--- src/design/adpa_pkg.sv ---
// ----------------------------------------------------------------------------
// adpa_pkg
// Shared types and constants for the data-processing execute block.
// ----------------------------------------------------------------------------
package adpa_pkg;

  localparam int unsigned DATA_W      = 32;
  localparam int unsigned REG_IDX_W   = 4;
  localparam int unsigned QUEUE_DEPTH = 2;

  // Instruction field positions
  localparam int unsigned BIT_IMM   = 25;
  localparam int unsigned BIT_S     = 20;
  localparam int unsigned OPC_LSB   = 21;

  // Opcode field values
  localparam logic [3:0] OPC_AND = 4'd0;
  localparam logic [3:0] OPC_EOR = 4'd1;
  localparam logic [3:0] OPC_SUB = 4'd2;
  localparam logic [3:0] OPC_RSB = 4'd3;
  localparam logic [3:0] OPC_ADD = 4'd4;
  localparam logic [3:0] OPC_TST = 4'd8;
  localparam logic [3:0] OPC_TEQ = 4'd9;
  localparam logic [3:0] OPC_CMP = 4'd10;
  localparam logic [3:0] OPC_ORR = 4'd12;
  localparam logic [3:0] OPC_MOV = 4'd13;

  // Shift kinds
  localparam logic [1:0] SHK_LSL = 2'd0;
  localparam logic [1:0] SHK_LSR = 2'd1;
  localparam logic [1:0] SHK_ASR = 2'd2;
  localparam logic [1:0] SHK_ROR = 2'd3;

  typedef enum logic [2:0] {
    ALU_AND,
    ALU_EOR,
    ALU_SUB,
    ALU_RSB,
    ALU_ADD,
    ALU_ORR,
    ALU_MOV,
    ALU_NONE
  } alu_op_e;

  // Decoded instruction, passed from the front end to the execute side
  typedef struct packed {
    alu_op_e                alu_op;
    logic                   ok;
    logic                   wr;
    logic                   logic_op;
    logic                   set_flags;
    logic [REG_IDX_W-1:0]   rn;
    logic [REG_IDX_W-1:0]   rd;
    logic [REG_IDX_W-1:0]   rm;
    logic [REG_IDX_W-1:0]   rs;
    logic                   imm_sel;
    logic [DATA_W-1:0]      imm_val;
    logic                   imm_rot_nz;
    logic [1:0]             shift_kind;
    logic                   shift_reg;
    logic [4:0]             shamt;
  } adpa_uop_t;

  typedef struct packed {
    logic full;
    logic empty;
  } adpa_qstat_t;

endpackage

--- src/design/adpa_if.sv ---
// ----------------------------------------------------------------------------
// adpa_if
// Valid/ready channels for instruction words and execute results.
// ----------------------------------------------------------------------------
interface adpa_instr_if;
  logic        valid;
  logic        ready;
  logic [31:0] instruction;

  modport source (output valid, output instruction, input ready);
  modport sink   (input valid, input instruction, output ready);
endinterface

interface adpa_result_if;
  logic        valid;
  logic        ready;
  logic [31:0] result_value;
  logic [3:0]  dest_register;
  logic        write_enable;
  logic        flag_n;
  logic        flag_z;
  logic        flag_c;
  logic        unsupported;

  modport source (
    output valid, output result_value, output dest_register, output write_enable,
    output flag_n, output flag_z, output flag_c, output unsupported, input ready
  );
  modport sink (
    input valid, input result_value, input dest_register, input write_enable,
    input flag_n, input flag_z, input flag_c, input unsupported, output ready
  );
endinterface

--- src/design/arm_data_processing_alu_core.sv ---
// With an empty queue, an accepted instruction is registered in the queue, then its result in the output register.
// Throughput: one instruction per cycle while the result output is not stalled; the execute stage reads operands,
//   shifts, adds and updates the register file and flags in the same cycle.
// The decode queue holds QueueDepth entries so decode and execute stall independently.
// Reset (async, rst_ni low) clears the register file, N/Z/C flags, queue and output valid.
// ----------------------------------------------------------------------------
// arm_data_processing_alu_core
// Data-processing execute block: decode front end, micro-op queue, execute.
// ----------------------------------------------------------------------------
module arm_data_processing_alu_core
  import adpa_pkg::*;
#(
  parameter int unsigned QueueDepth = QUEUE_DEPTH
) (
  input  logic          clk_i,
  input  logic          rst_ni,
  adpa_instr_if.sink    instr_i,
  adpa_result_if.source result_o
);

  logic        push_valid, push_ready, pop_valid, pop_ready;
  adpa_uop_t   push_uop, pop_uop;
  adpa_qstat_t qstat;

  adpa_front u_front (
    .instr_i      (instr_i),
    .push_valid_o (push_valid),
    .push_uop_o   (push_uop),
    .push_ready_i (push_ready)
  );

  adpa_queue #(
    .Depth (QueueDepth)
  ) u_queue (
    .clk_i        (clk_i),
    .rst_ni       (rst_ni),
    .push_valid_i (push_valid),
    .push_uop_i   (push_uop),
    .push_ready_o (push_ready),
    .pop_valid_o  (pop_valid),
    .pop_uop_o    (pop_uop),
    .pop_ready_i  (pop_ready),
    .stat_o       (qstat)
  );

  adpa_back u_back (
    .clk_i       (clk_i),
    .rst_ni      (rst_ni),
    .pop_valid_i (pop_valid),
    .pop_uop_i   (pop_uop),
    .pop_ready_o (pop_ready),
    .result_o    (result_o)
  );

  a_full_blocks_input : assert property (@(posedge clk_i) disable iff (!rst_ni)
    qstat.full |-> !instr_i.ready)
    else $error("instruction accepted while queue full");

  a_empty_no_issue : assert property (@(posedge clk_i) disable iff (!rst_ni)
    qstat.empty |-> !pop_valid)
    else $error("execute sees work from an empty queue");

  a_unsup_no_write : assert property (@(posedge clk_i) disable iff (!rst_ni)
    (result_o.valid && result_o.unsupported) |-> !result_o.write_enable)
    else $error("unsupported opcode reported a register write");

  a_stall_holds : assert property (@(posedge clk_i) disable iff (!rst_ni)
    (result_o.valid && !result_o.ready) |=> $stable(result_o.result_value))
    else $error("result register changed while stalled");

endmodule

--- src/design/adpa_front.sv ---
// ----------------------------------------------------------------------------
// adpa_front
// Accepts instruction words and decodes them into micro-ops.
// ----------------------------------------------------------------------------
module adpa_front
  import adpa_pkg::*;
(
  adpa_instr_if.sink instr_i,
  output logic       push_valid_o,
  output adpa_uop_t  push_uop_o,
  input  logic       push_ready_i
);

  logic [31:0] ins;
  logic [3:0]  opc;
  logic [4:0]  rot;
  logic [63:0] rot_pair;
  adpa_uop_t   uop;

  assign ins      = instr_i.instruction;
  assign opc      = ins[OPC_LSB +: 4];
  assign rot      = {ins[11:8], 1'b0};
  assign rot_pair = {24'd0, ins[7:0], 24'd0, ins[7:0]} >> rot;

  always_comb begin
    uop            = '0;
    uop.alu_op     = ALU_NONE;
    uop.ok         = 1'b1;
    uop.wr         = 1'b1;
    uop.logic_op   = 1'b1;
    case (opc)
      OPC_AND: uop.alu_op = ALU_AND;
      OPC_EOR: uop.alu_op = ALU_EOR;
      OPC_SUB: begin
        uop.alu_op   = ALU_SUB;
        uop.logic_op = 1'b0;
      end
      OPC_RSB: begin
        uop.alu_op   = ALU_RSB;
        uop.logic_op = 1'b0;
      end
      OPC_ADD: begin
        uop.alu_op   = ALU_ADD;
        uop.logic_op = 1'b0;
      end
      OPC_TST: begin
        uop.alu_op = ALU_AND;
        uop.wr     = 1'b0;
      end
      OPC_TEQ: begin
        uop.alu_op = ALU_EOR;
        uop.wr     = 1'b0;
      end
      OPC_CMP: begin
        uop.alu_op   = ALU_SUB;
        uop.logic_op = 1'b0;
        uop.wr       = 1'b0;
      end
      OPC_ORR: uop.alu_op = ALU_ORR;
      OPC_MOV: uop.alu_op = ALU_MOV;
      default: begin
        uop.alu_op = ALU_NONE;
        uop.ok     = 1'b0;
        uop.wr     = 1'b0;
      end
    endcase
    uop.set_flags  = ins[BIT_S] & uop.ok;
    uop.rn         = ins[19:16];
    uop.rd         = ins[15:12];
    uop.rm         = ins[3:0];
    uop.rs         = ins[11:8];
    uop.imm_sel    = ins[BIT_IMM];
    uop.imm_val    = rot_pair[31:0];
    uop.imm_rot_nz = |ins[11:8];
    uop.shift_kind = ins[6:5];
    uop.shift_reg  = ins[4];
    uop.shamt      = ins[11:7];
  end

  assign push_valid_o  = instr_i.valid;
  assign push_uop_o    = uop;
  assign instr_i.ready = push_ready_i;

endmodule

--- src/design/adpa_queue.sv ---
// ----------------------------------------------------------------------------
// adpa_queue
// Small FIFO of decoded micro-ops between decode and execute.
// ----------------------------------------------------------------------------
module adpa_queue
  import adpa_pkg::*;
#(
  parameter int unsigned Depth = QUEUE_DEPTH
) (
  input  logic        clk_i,
  input  logic        rst_ni,
  input  logic        push_valid_i,
  input  adpa_uop_t   push_uop_i,
  output logic        push_ready_o,
  output logic        pop_valid_o,
  output adpa_uop_t   pop_uop_o,
  input  logic        pop_ready_i,
  output adpa_qstat_t stat_o
);

  localparam int unsigned PtrW = (Depth > 1) ? $clog2(Depth) : 1;
  localparam int unsigned CntW = $clog2(Depth + 1);
  localparam logic [PtrW-1:0] LastPtr = PtrW'(Depth - 1);
  localparam logic [CntW-1:0] FullCnt = CntW'(Depth);

  adpa_uop_t       mem_q [Depth];
  logic [PtrW-1:0] wr_ptr_q, wr_ptr_d, rd_ptr_q, rd_ptr_d;
  logic [CntW-1:0] count_q, count_d;
  logic            push, pop;

  assign push_ready_o = (count_q != FullCnt);
  assign pop_valid_o  = (count_q != '0);
  assign pop_uop_o    = mem_q[rd_ptr_q];
  assign push         = push_valid_i & push_ready_o;
  assign pop          = pop_valid_o & pop_ready_i;
  assign stat_o.full  = ~push_ready_o;
  assign stat_o.empty = ~pop_valid_o;

  always_comb begin
    wr_ptr_d = wr_ptr_q;
    rd_ptr_d = rd_ptr_q;
    count_d  = count_q;
    if (push) begin
      wr_ptr_d = (wr_ptr_q == LastPtr) ? '0 : wr_ptr_q + 1'b1;
    end
    if (pop) begin
      rd_ptr_d = (rd_ptr_q == LastPtr) ? '0 : rd_ptr_q + 1'b1;
    end
    if (push && !pop) begin
      count_d = count_q + 1'b1;
    end else if (pop && !push) begin
      count_d = count_q - 1'b1;
    end
  end

  always_ff @(posedge clk_i or negedge rst_ni) begin
    if (!rst_ni) begin
      wr_ptr_q <= '0;
      rd_ptr_q <= '0;
      count_q  <= '0;
    end else begin
      wr_ptr_q <= wr_ptr_d;
      rd_ptr_q <= rd_ptr_d;
      count_q  <= count_d;
    end
  end

  always_ff @(posedge clk_i) begin
    if (push) begin
      mem_q[wr_ptr_q] <= push_uop_i;
    end
  end

endmodule

--- src/design/adpa_back.sv ---
// ----------------------------------------------------------------------------
// adpa_back
// Execute side: register file, barrel shifter, ALU, flags, result register.
// ----------------------------------------------------------------------------
module adpa_back
  import adpa_pkg::*;
(
  input  logic           clk_i,
  input  logic           rst_ni,
  input  logic           pop_valid_i,
  input  adpa_uop_t      pop_uop_i,
  output logic           pop_ready_o,
  adpa_result_if.source  result_o
);

  logic [DATA_W-1:0] regs_q [16];
  logic              flag_n_q, flag_z_q, flag_c_q;
  logic              out_valid_q;
  logic [DATA_W-1:0] out_res_q;
  logic [3:0]        out_rd_q;
  logic              out_wr_q, out_n_q, out_z_q, out_c_q, out_unsup_q;

  adpa_uop_t         u;
  logic              fire;
  logic [DATA_W-1:0] a, v, b, res;
  logic [7:0]        rs_amt, n;
  logic              sh_c, nz_c, use_nz;
  logic [DATA_W-1:0] nz_val;
  logic [32:0]       lsl_t, lsr_t, asr_t;
  logic [63:0]       ror_t;
  logic [DATA_W:0]   sum;
  logic [DATA_W-1:0] add_x, add_y;
  logic              add_cin;
  logic              new_n, new_z, new_c;

  assign u           = pop_uop_i;
  assign pop_ready_o = ~out_valid_q | result_o.ready;
  assign fire        = pop_valid_i & pop_ready_o;

  assign a      = regs_q[u.rn];
  assign v      = regs_q[u.rm];
  assign rs_amt = regs_q[u.rs][7:0];

  // Shift amount for the nonzero-shift path; immediate LSR/ASR #0 mean #32
  always_comb begin
    use_nz = 1'b0;
    n      = {3'd0, u.shamt};
    if (u.shift_reg) begin
      n      = rs_amt;
      use_nz = (rs_amt != 8'd0);
    end else if (u.shamt != 5'd0) begin
      use_nz = 1'b1;
    end else if (u.shift_kind == SHK_LSR || u.shift_kind == SHK_ASR) begin
      n      = 8'd32;
      use_nz = 1'b1;
    end
  end

  assign lsl_t = {1'b0, v} << n[4:0];
  assign lsr_t = {v, 1'b0} >> n[4:0];
  assign asr_t = 33'($signed({v, 1'b0}) >>> n[4:0]);
  assign ror_t = {v, v} >> n[4:0];

  always_comb begin
    nz_val = '0;
    nz_c   = 1'b0;
    case (u.shift_kind)
      SHK_LSL: begin
        if (n < 8'd32) begin
          nz_val = lsl_t[31:0];
          nz_c   = lsl_t[32];
        end else begin
          nz_c = (n == 8'd32) & v[0];
        end
      end
      SHK_LSR: begin
        if (n < 8'd32) begin
          nz_val = lsr_t[32:1];
          nz_c   = lsr_t[0];
        end else begin
          nz_c = (n == 8'd32) & v[31];
        end
      end
      SHK_ASR: begin
        if (n < 8'd32) begin
          nz_val = asr_t[32:1];
          nz_c   = asr_t[0];
        end else begin
          nz_val = {DATA_W{v[31]}};
          nz_c   = v[31];
        end
      end
      default: begin
        // multiple of 32 passes the value through; carry is bit 31 either way
        nz_val = ror_t[31:0];
        nz_c   = ror_t[31];
      end
    endcase
  end

  // Operand 2 and shifter carry
  always_comb begin
    b    = v;
    sh_c = flag_c_q;
    if (u.imm_sel) begin
      b    = u.imm_val;
      sh_c = u.imm_rot_nz ? u.imm_val[31] : flag_c_q;
    end else if (use_nz) begin
      b    = nz_val;
      sh_c = nz_c;
    end else if (!u.shift_reg && u.shift_kind == SHK_ROR) begin
      // RRX
      b    = {flag_c_q, v[31:1]};
      sh_c = v[0];
    end
  end

  // Shared adder: subtract as x + ~y + 1, carry out is the no-borrow bit
  always_comb begin
    add_x   = a;
    add_y   = b;
    add_cin = 1'b0;
    case (u.alu_op)
      ALU_SUB: begin
        add_y   = ~b;
        add_cin = 1'b1;
      end
      ALU_RSB: begin
        add_x   = b;
        add_y   = ~a;
        add_cin = 1'b1;
      end
      default: ;
    endcase
  end
  assign sum = {1'b0, add_x} + {1'b0, add_y} + {{DATA_W{1'b0}}, add_cin};

  always_comb begin
    case (u.alu_op)
      ALU_AND:  res = a & b;
      ALU_EOR:  res = a ^ b;
      ALU_SUB:  res = sum[DATA_W-1:0];
      ALU_RSB:  res = sum[DATA_W-1:0];
      ALU_ADD:  res = sum[DATA_W-1:0];
      ALU_ORR:  res = a | b;
      ALU_MOV:  res = b;
      default:  res = '0;
    endcase
  end

  assign new_n = u.set_flags ? res[31] : flag_n_q;
  assign new_z = u.set_flags ? (res == '0) : flag_z_q;
  assign new_c = u.set_flags ? (u.logic_op ? sh_c : sum[DATA_W]) : flag_c_q;

  always_ff @(posedge clk_i or negedge rst_ni) begin
    if (!rst_ni) begin
      for (int i = 0; i < 16; i++) begin
        regs_q[i] <= '0;
      end
      flag_n_q    <= 1'b0;
      flag_z_q    <= 1'b0;
      flag_c_q    <= 1'b0;
      out_valid_q <= 1'b0;
    end else begin
      if (fire) begin
        if (u.wr) begin
          regs_q[u.rd] <= res;
        end
        flag_n_q <= new_n;
        flag_z_q <= new_z;
        flag_c_q <= new_c;
      end
      if (pop_ready_o) begin
        out_valid_q <= pop_valid_i;
      end
    end
  end

  always_ff @(posedge clk_i) begin
    if (fire) begin
      out_res_q   <= res;
      out_rd_q    <= u.rd;
      out_wr_q    <= u.wr;
      out_n_q     <= new_n;
      out_z_q     <= new_z;
      out_c_q     <= new_c;
      out_unsup_q <= ~u.ok;
    end
  end

  assign result_o.valid         = out_valid_q;
  assign result_o.result_value  = out_res_q;
  assign result_o.dest_register = out_rd_q;
  assign result_o.write_enable  = out_wr_q;
  assign result_o.flag_n        = out_n_q;
  assign result_o.flag_z        = out_z_q;
  assign result_o.flag_c        = out_c_q;
  assign result_o.unsupported   = out_unsup_q;

endmodule
--- src/flat_wrapper.sv ---
// flat-port wrapper written by rule: the top's interface ports become plain ports
module arm_data_processing_alu_core_flat import adpa_pkg::*;
#(
  parameter int unsigned QueueDepth = QUEUE_DEPTH
)
  (clk_i, rst_ni, instr_i_valid, instr_i_instruction, instr_i_ready, result_o_valid, result_o_result_value, result_o_dest_register, result_o_write_enable, result_o_flag_n, result_o_flag_z, result_o_flag_c, result_o_unsupported, result_o_ready);
  adpa_instr_if instr_i_i ();
  adpa_result_if result_o_i ();
  input  logic clk_i;
  input  logic rst_ni;
  input wire logic [$bits(instr_i_i.valid)-1:0] instr_i_valid;
  input wire logic [$bits(instr_i_i.instruction)-1:0] instr_i_instruction;
  output wire logic [$bits(instr_i_i.ready)-1:0] instr_i_ready;
  output wire logic [$bits(result_o_i.valid)-1:0] result_o_valid;
  output wire logic [$bits(result_o_i.result_value)-1:0] result_o_result_value;
  output wire logic [$bits(result_o_i.dest_register)-1:0] result_o_dest_register;
  output wire logic [$bits(result_o_i.write_enable)-1:0] result_o_write_enable;
  output wire logic [$bits(result_o_i.flag_n)-1:0] result_o_flag_n;
  output wire logic [$bits(result_o_i.flag_z)-1:0] result_o_flag_z;
  output wire logic [$bits(result_o_i.flag_c)-1:0] result_o_flag_c;
  output wire logic [$bits(result_o_i.unsupported)-1:0] result_o_unsupported;
  input wire logic [$bits(result_o_i.ready)-1:0] result_o_ready;
  assign instr_i_i.valid = instr_i_valid;
  assign instr_i_i.instruction = instr_i_instruction;
  assign instr_i_ready = instr_i_i.ready;
  assign result_o_valid = result_o_i.valid;
  assign result_o_result_value = result_o_i.result_value;
  assign result_o_dest_register = result_o_i.dest_register;
  assign result_o_write_enable = result_o_i.write_enable;
  assign result_o_flag_n = result_o_i.flag_n;
  assign result_o_flag_z = result_o_i.flag_z;
  assign result_o_flag_c = result_o_i.flag_c;
  assign result_o_unsupported = result_o_i.unsupported;
  assign result_o_i.ready = result_o_ready;
  arm_data_processing_alu_core #(.QueueDepth(QueueDepth)) u_core (.clk_i(clk_i), .rst_ni(rst_ni), .instr_i(instr_i_i), .result_o(result_o_i));
endmodule
--- config.mk ---
export PLATFORM = sky130hd
export DESIGN_NAME = arm_data_processing_alu_core_flat
export DESIGN_NICKNAME = d
export VERILOG_FILES = /design/src/design/adpa_pkg.sv /design/src/design/adpa_if.sv /design/src/design/arm_data_processing_alu_core.sv /design/src/design/adpa_front.sv /design/src/design/adpa_queue.sv /design/src/design/adpa_back.sv /design/src/flat_wrapper.sv
export SDC_FILE = /design/constraint.sdc
export NUM_CORES = 2
export LEC_CHECK = 0
export BUFFER_PORTS_ARGS = -buffer_cell sky130_fd_sc_hd__buf_2
export CAP_MARGIN = 25
export CORE_ASPECT_RATIO = 0.5
export CORE_UTILIZATION = 31
export DETAILED_ROUTE_END_ITERATION = 8
export GPL_TIMING_DRIVEN = 1
export HOLD_SLACK_MARGIN = 0.06
export PLACE_DENSITY = 0.5
export SLEW_MARGIN = 0
export SYNTH_ARGS = -nofsm -noshare
export SYNTH_HDL_FRONTEND = slang
export SYNTH_SLANG_ARGS = --single-unit
--- constraint.sdc ---
create_clock -name clk_i -period 9.5 [get_ports clk_i]
set_clock_uncertainty 0.2 [all_clocks]
set_input_delay 0.95 -clock clk_i [delete_from_list [all_inputs] [get_ports clk_i]]
set_output_delay 0.95 -clock clk_i [all_outputs]
set_load 0.005 [all_outputs]
### Yosys cells after proc, flatten, opt, wreduce, memory -nomap -nowiden

Memories as Yosys holds them, arrays and structs flattened.
Index checks and enable logic that the tools add are counted.
Widths: inputs -> output; s select.

* flip-flop bits (word level): 561
* memory bits (writable): 130
* memories kept: 1
* input port bits: 36

* magnitude comparators: 6
* reduce and logical (&&, ||, !) cells: 26
* multiplexer cells: 51
* shifts and indexed selects: 5
* add/subtract/negate cells: 6
* eq/ne operators: 20
* bitwise gates (word level): 17

Memories
* u_core.u_queue.mem_q: words 2, bits a word 65, read ports 1, clocked after Yosys merged registers in 0, write ports 1, line adpa_queue.sv:26 `adpa_uop_t mem_q [Depth];`

Operators by type and width (number)
* $bwmux 512: 1
* $bmux 32 s4: 3
* $mux 32: 12
* $pmux 32 s5: 1
* $demux 32 s4: 1
* $pmux 32 s3: 1
* $not 32->32: 2
* $pmux 32 s2: 1
* $shr 64x5->32: 1
* $shr 40x5->32: 1
* $add 32x32->33: 1
* $add 33x1->33: 1
* $shl 32x5->33: 1
* $shr 33x5->33: 1
* $sshr 33x5->33: 1
* $and 32x32->32: 1
* $logic_not 32->1: 1
* $or 32x32->32: 1
* $xor 32x32->32: 1
* $mux 8: 3
* $mux 1: 22
* $pmux 3 s7: 1
* $eq 4x4->1 const B: 5
* $ge 5x5->1 const B: 4
* 37 further kinds: 63

### Logic depth before layout (Yosys ltp)

An unclocked memory read counts as a cell.

* depth after elaboration: 18
* depth in mapped cells: 45
* depth with buffers taken out: 36

### Cells and area by module

A second synthesis with hierarchy kept.

* cell total of the unflattened synthesis: 4630
* area, all modules: 47052.6 um^2

Modules (own cells, without submodules)
* adpa_back: cells each 4261, area each 40965.5 um^2, instances 1, seq. area each 14143.6 um^2
* adpa_queue: cells each 222, area each 5053.6 um^2, instances 1, seq. area each 4003.8 um^2
* adpa_front: cells each 147, area each 1033.5 um^2, instances 1, seq. area each 0.0 um^2

### Worst setup path before layout

OpenSTA, ideal clock, no wires.

* path type: flip-flop to flip-flop
* start point: reg u_core.u_queue.rd_ptr_q
* end point: reg u_core.u_back.flag_z_q
* path buffers: 11
* arrival time: 9281 ps
* path slack: -72 ps
* data required time: 9208 ps
* cell stages (with the launch flop): 44
* period minus slack after synthesis: 9572 ps
* path through: dfrtp_1 buf_6 buf_2 buf_4 buf_2 buf_2 buf_2 buf_1 buf_1 clkbuf_1 buf_1 mux2i_1 ha_1 nand4_1 o21ai_0 a21boi_1 o21ai_2 buf_4 [8 not listed] inv_1 fa_1 a21o_1 a21oi_1 o21bai_1 a311oi_1 o211ai_1 a21oi_1 xnor2_1 a221oi_1 o2111ai_1 o21ai_1 nand4_1 nor4_1 nand4_1 nor4_1 nand2_1 o31ai_2

* longest elaborated chain between the ends: 18
* elaborated cells between the ends (all ways): 62
* classes of those cells: add/sub (2); order compare (1); eq/ne (9); shift (4); mux (27); bitwise (8); reduce/logical (10); memory (1)

RTL lines
* from (decl): line adpa_queue.sv:27 `logic [PtrW-1:0] wr_ptr_q, wr_ptr_d, rd_ptr_q, rd_ptr_d;`
* from (signal assigned): line adpa_queue.sv:63 `rd_ptr_q <= rd_ptr_d;`
* $mem_v2 2x65 (*)
* $not 4->5 (implied by the code) (tied with other cells): line adpa_back.sv:42 `assign rs_amt = regs_q[u.rs][7:0];`
* $bmux 32 s4 / $logic_or 1x1->1 (equally long branches): line adpa_back.sv:42, adpa_back.sv:53
* $mux 8 (implied by the code) / $mux 6 (equally long branches): line adpa_back.sv:42, adpa_back.sv:53
* $mux 8 (implied by the code) / $mux 6 (equally long branches): line adpa_back.sv:42, adpa_back.sv:51
* $mux 8: line adpa_back.sv:48 `if (u.shift_reg) begin`
* $lt 8x6->1 (tied with other cells): line adpa_back.sv:69, adpa_back.sv:77, adpa_back.sv:85
* $mux 32, on equally long branches: line adpa_back.sv:85, adpa_back.sv:69, adpa_back.sv:77
* [2 not listed]
* $mux 32: line adpa_back.sv:105 `if (u.imm_sel) begin`
* $not 32->32: line adpa_back.sv:125 `add_y = ~b;`
* $pmux 32 s2: line adpa_back.sv:123 `case (u.alu_op)`
* $add 32x32->33: line adpa_back.sv:136 `assign sum = {1'b0, add_x} + {1'b0, add_y} + {{DATA_W{1'b0}}, add_cin};`
* $add 33x1->33: line adpa_back.sv:136
* $pmux 32 s5: line adpa_back.sv:139 `case (u.alu_op)`
* $logic_not 32->1: line adpa_back.sv:152 `assign new_z = u.set_flags ? (res == '0) : flag_z_q;`
* $mux 1 (*): line adpa_back.sv:152
* to (signal assigned): line adpa_back.sv:170 `flag_z_q <= new_z;`
* to (decl): line adpa_back.sv:17 `logic flag_n_q, flag_z_q, flag_c_q;`

Mark *: on every way between the ends. The rest lies on a longest branch, timed or not. The select of a mux whose other input is x is not followed.
A chain may end at the register's enable or synchronous reset.

### Worst setup path in the final report

Ends and elaborated chain as after synthesis.

==> results.json <==
{
  "cp.depth": 37,
  "cp-end-kind": "flip-flop",
  "status": "finished clean",
  "clockBufferDepth": 3,
  "track_usage_pct": 29.0,
  "ys_seq_elements": 683,
  "crit_family": "compound AO/OA/AOI/OAI gates",
  "crit_buf_inv": 8,
  "slowest_delay_ns": 0.65,
  "endpoint": "u_core.u_back.flag_z_q",
  "critPathSlowestCell": "o211ai_1",
  "wl_per_cell_um": 29.9,
  "gp_congestion": 1.01,
  "ys_seq_area_share_pct": 38.9,
  "yosys-top-cells-area": "dfrtp_1 28%, mux4_2 13%, edfxtp_1 11%",
  "cts_sinks": 683,
  "dp_slack_ns": -0.548,
  "route.vias.total": 43700,
  "die_h_um": 274,
  "fin_ws_ns": 0.200,
  "ioPinCount": 79,
  "path_common_cell": "buf_4",
  "fin_crit_ns": 9.30,
  "crit_path_start_kind": "flip-flop",
  "arrival_ns": 9.67,
  "hp-class": "in -> async",
  "finalSetupTns_ns": 0,
  "cts_hold_buf": 0,
  "antenna_found_initial": 15,
  "reg2regPathDepth": 37,
  "setup_viol": 0,
  "finalCritPeriodShare_pct": 97.9,
  "grt-ovfl-total": 0,
  "synth_warnings": 0,
  "crit_required_ns": 9.87,
  "area_growth_pct": 24.7,
  "finish.utilization_pct": 39.1,
  "root_buffer": "clkbuf_16",
  "tightest_slew_ns": 1.20,
  "core_area_um2": 147000,
  "die_w_um": 547,
  "postRouteAntennaNets": 0,
  "io_buffers": 72,
  "initial_core_util_pct": 31.4,
  "grt_max_degree": 176,
  "drive_gt1_share_pct": 27.4,
  "syn_inst": 4849,
  "htree_levels": 3,
  "grt_pass1_wl_um": 312000,
  "nNetsFinal": 5508,
  "synth_top_area_cell": "dfrtp_1",
  "dpl.hpwl_um": 160000,
  "fmaxAchievable_mhz": 108,
  "totalWireLength_um": 221000,
  "regToRegSetupSlack_ns": 0.20,
  "dr.pass1.iters": 6,
  "reg2reg_from": "u_core.u_queue.rd_ptr_q",
  "r2r-end": "u_core.u_back.flag_z_q",
  "maxSlewViolCount": 0,
  "syn_area_um2": 46000,
  "grt_pass1_vias": 41500,
  "via_per_inst": 5.90,
  "synth_top_area_share_pct": 28.3,
  "post-route-drc-count": 0,
  "die-area_um2": 150000,
  "numCtsBuffers": 75,
  "syn_area_per_cell_um2": 9.49,
  "whs_ns": 0.0735,
  "grt_setup_unrepaired": "false",
  "path_clk_slew_ns": 0.06,
  "crit_start": "u_core.u_queue.rd_ptr_q",
  "synth-edff-count": 163,
  "synthArstFlopShare_pct": 76.1,
  "max-cap-violations": 0,
  "tritoncts": "built",
  "hold_viol": 0,
  "synth_flop_cell": "dfrtp_1",
  "drtIter0Drc": 5037,
  "path_class": "reg -> reg",
  "worst-path-max-fanout": 11,
  "synth_cell_types": 101,
  "synth_fp_nets": 4988,
  "fp-row-count": 99,
  "clk_latency_ns": 0.68,
  "relSlewSlack_pct": 19.6
}
-- placed cells by master, fill, tap and decap left out, types with 18 or more instances in the layout --
master     netlist  routed
a211oi_1        58      55
a21oi_1        197     189
a22oi_1        106      96
a31oi_1         39      36
and2_1          22      21
and3_1          19      18
buf_12           0      72
buf_2           73      71
buf_4           16     685
clkbuf_16        0      81
dfrtp_1        520     519
edfxtp_1       163     163
ha_1           101     101
inv_1          145     144
mux2_2          75      74
mux2i_1        127     116
mux4_2         268     268
nand2_1        848     823
nand2_2          1      25
nand2b_1        28      27
nand3_1        104     103
nand4_1         40      40
nor2_1         244     236
nor2b_1         52      52
nor3_1          32      30
o211ai_1       100     100
o21a_1          24      24
o21ai_0        672     667
o21ai_1         29      31
o221ai_1        24      23
o22ai_1         46      45
o31ai_1         36      25
o31ai_2          9      18
xnor2_1         18      18
-- synthesized netlist by cell type, types with 52 or more instances --
cell / number
nand2_1: 848
o21ai_0: 672
dfrtp_1: 520
clkbuf_1: 268
mux4_2: 268
nor2_1: 244
a21oi_1: 197
edfxtp_1: 163
inv_1: 145
mux2i_1: 127
a22oi_1: 106
nand3_1: 104
ha_1: 101
o211ai_1: 100
mux2_2: 75
buf_2: 73
a211oi_1: 58
nor2b_1: 52
-- layout make-up --
type,instances,area (um^2)
sequential,683,17900
inverter,147,552
fill,14500,89200
tap,1969,2460
timing repair buffer,847,7310
multi-input combinational,3615,26600
clock buffer,104,2120
clock inverter,31,429
antenna,3,7.51
-- registers in the layout, summed over array words and instances, names as in the netlist, 2 cells and up --
| register | count |
|---|---|
| u_core.u_back.regs_q | 512 |
| u_core.u_back.result_o.dest_register | 4 |
| u_core.u_queue.mem_q | 122 |
| u_core.u_queue.count_q | 2 |
| u_core.u_back.result_o.result_value | 32 |
-- kinds of logic after synthesis --
family | count (synthesis) | share of synthesized area, %
muxes | 471 | 17.8
DFF | 683 | 38.9
xor gates and xnor gates | 30 | 0.571
AOI/OAI and AO/OA | 1574 | 21.7
and+or+nand+nor | 1437 | 13.3
buffers and inverters | 551 | 4.86
adders and majority gates | 103 | 2.83
-- routing by layer --
metal	vias to the layer above	share of wire (%)	track usage, %
met3	369	8.3	5.47
met4	2	4.1	10.8
li1	19100	-	-
met5	-	0.0077	0
met1	22200	46	42.0
met2	1980	42	42.7
-- worst min-delay path by stage --
stage	cells past startpoint	end	slack, ns
2_1_floorplan	2	u_core.u_back.flag_n_q	0.25
3_3_place_gp	2	u_core.u_back.flag_n_q	0.27
3_5_place_dp	2	u_core.u_back.regs_q[339]	0.29
4_1_cts	1	u_core.u_back.flag_n_q	0.08
5_1_grt	1	u_core.u_back.flag_c_q	0.11
6_report	1	u_core.u_back.flag_n_q	0.07
-- worst reg2reg max path: cells and delay by family (launching register included) --
kind,cells,cell delay (ns)
adder cells (fa/ha/maj),1,0.39
flip-flops,1,0.55
AND/OR/NAND/NOR,12,2.33
buffers and inverters,8,1.37
XOR/XNOR,1,0.10
AO/OA/AOI/OAI,15,4.28
-- per-stage QoR --
step	instance area (um^2)	cells
floorplan	46000	4849
global placement	53900	7221
detailed placement	53900	7223
CTS	56600	7361
global route	57300	7397
finish	57400	7399
-- timing repair --
item,in CTS,in global routing
cloned,1,5
buffers inserted,2,30
endpoints found under the setup margin,2,52
gates resized for setup,21,70
pin swaps,5,34
endpoints found under the hold margin,0,0
Power is left out: the tool's default activity adds up to more than one toggle a clock period on the data nets, which glitch-free logic cannot reach.
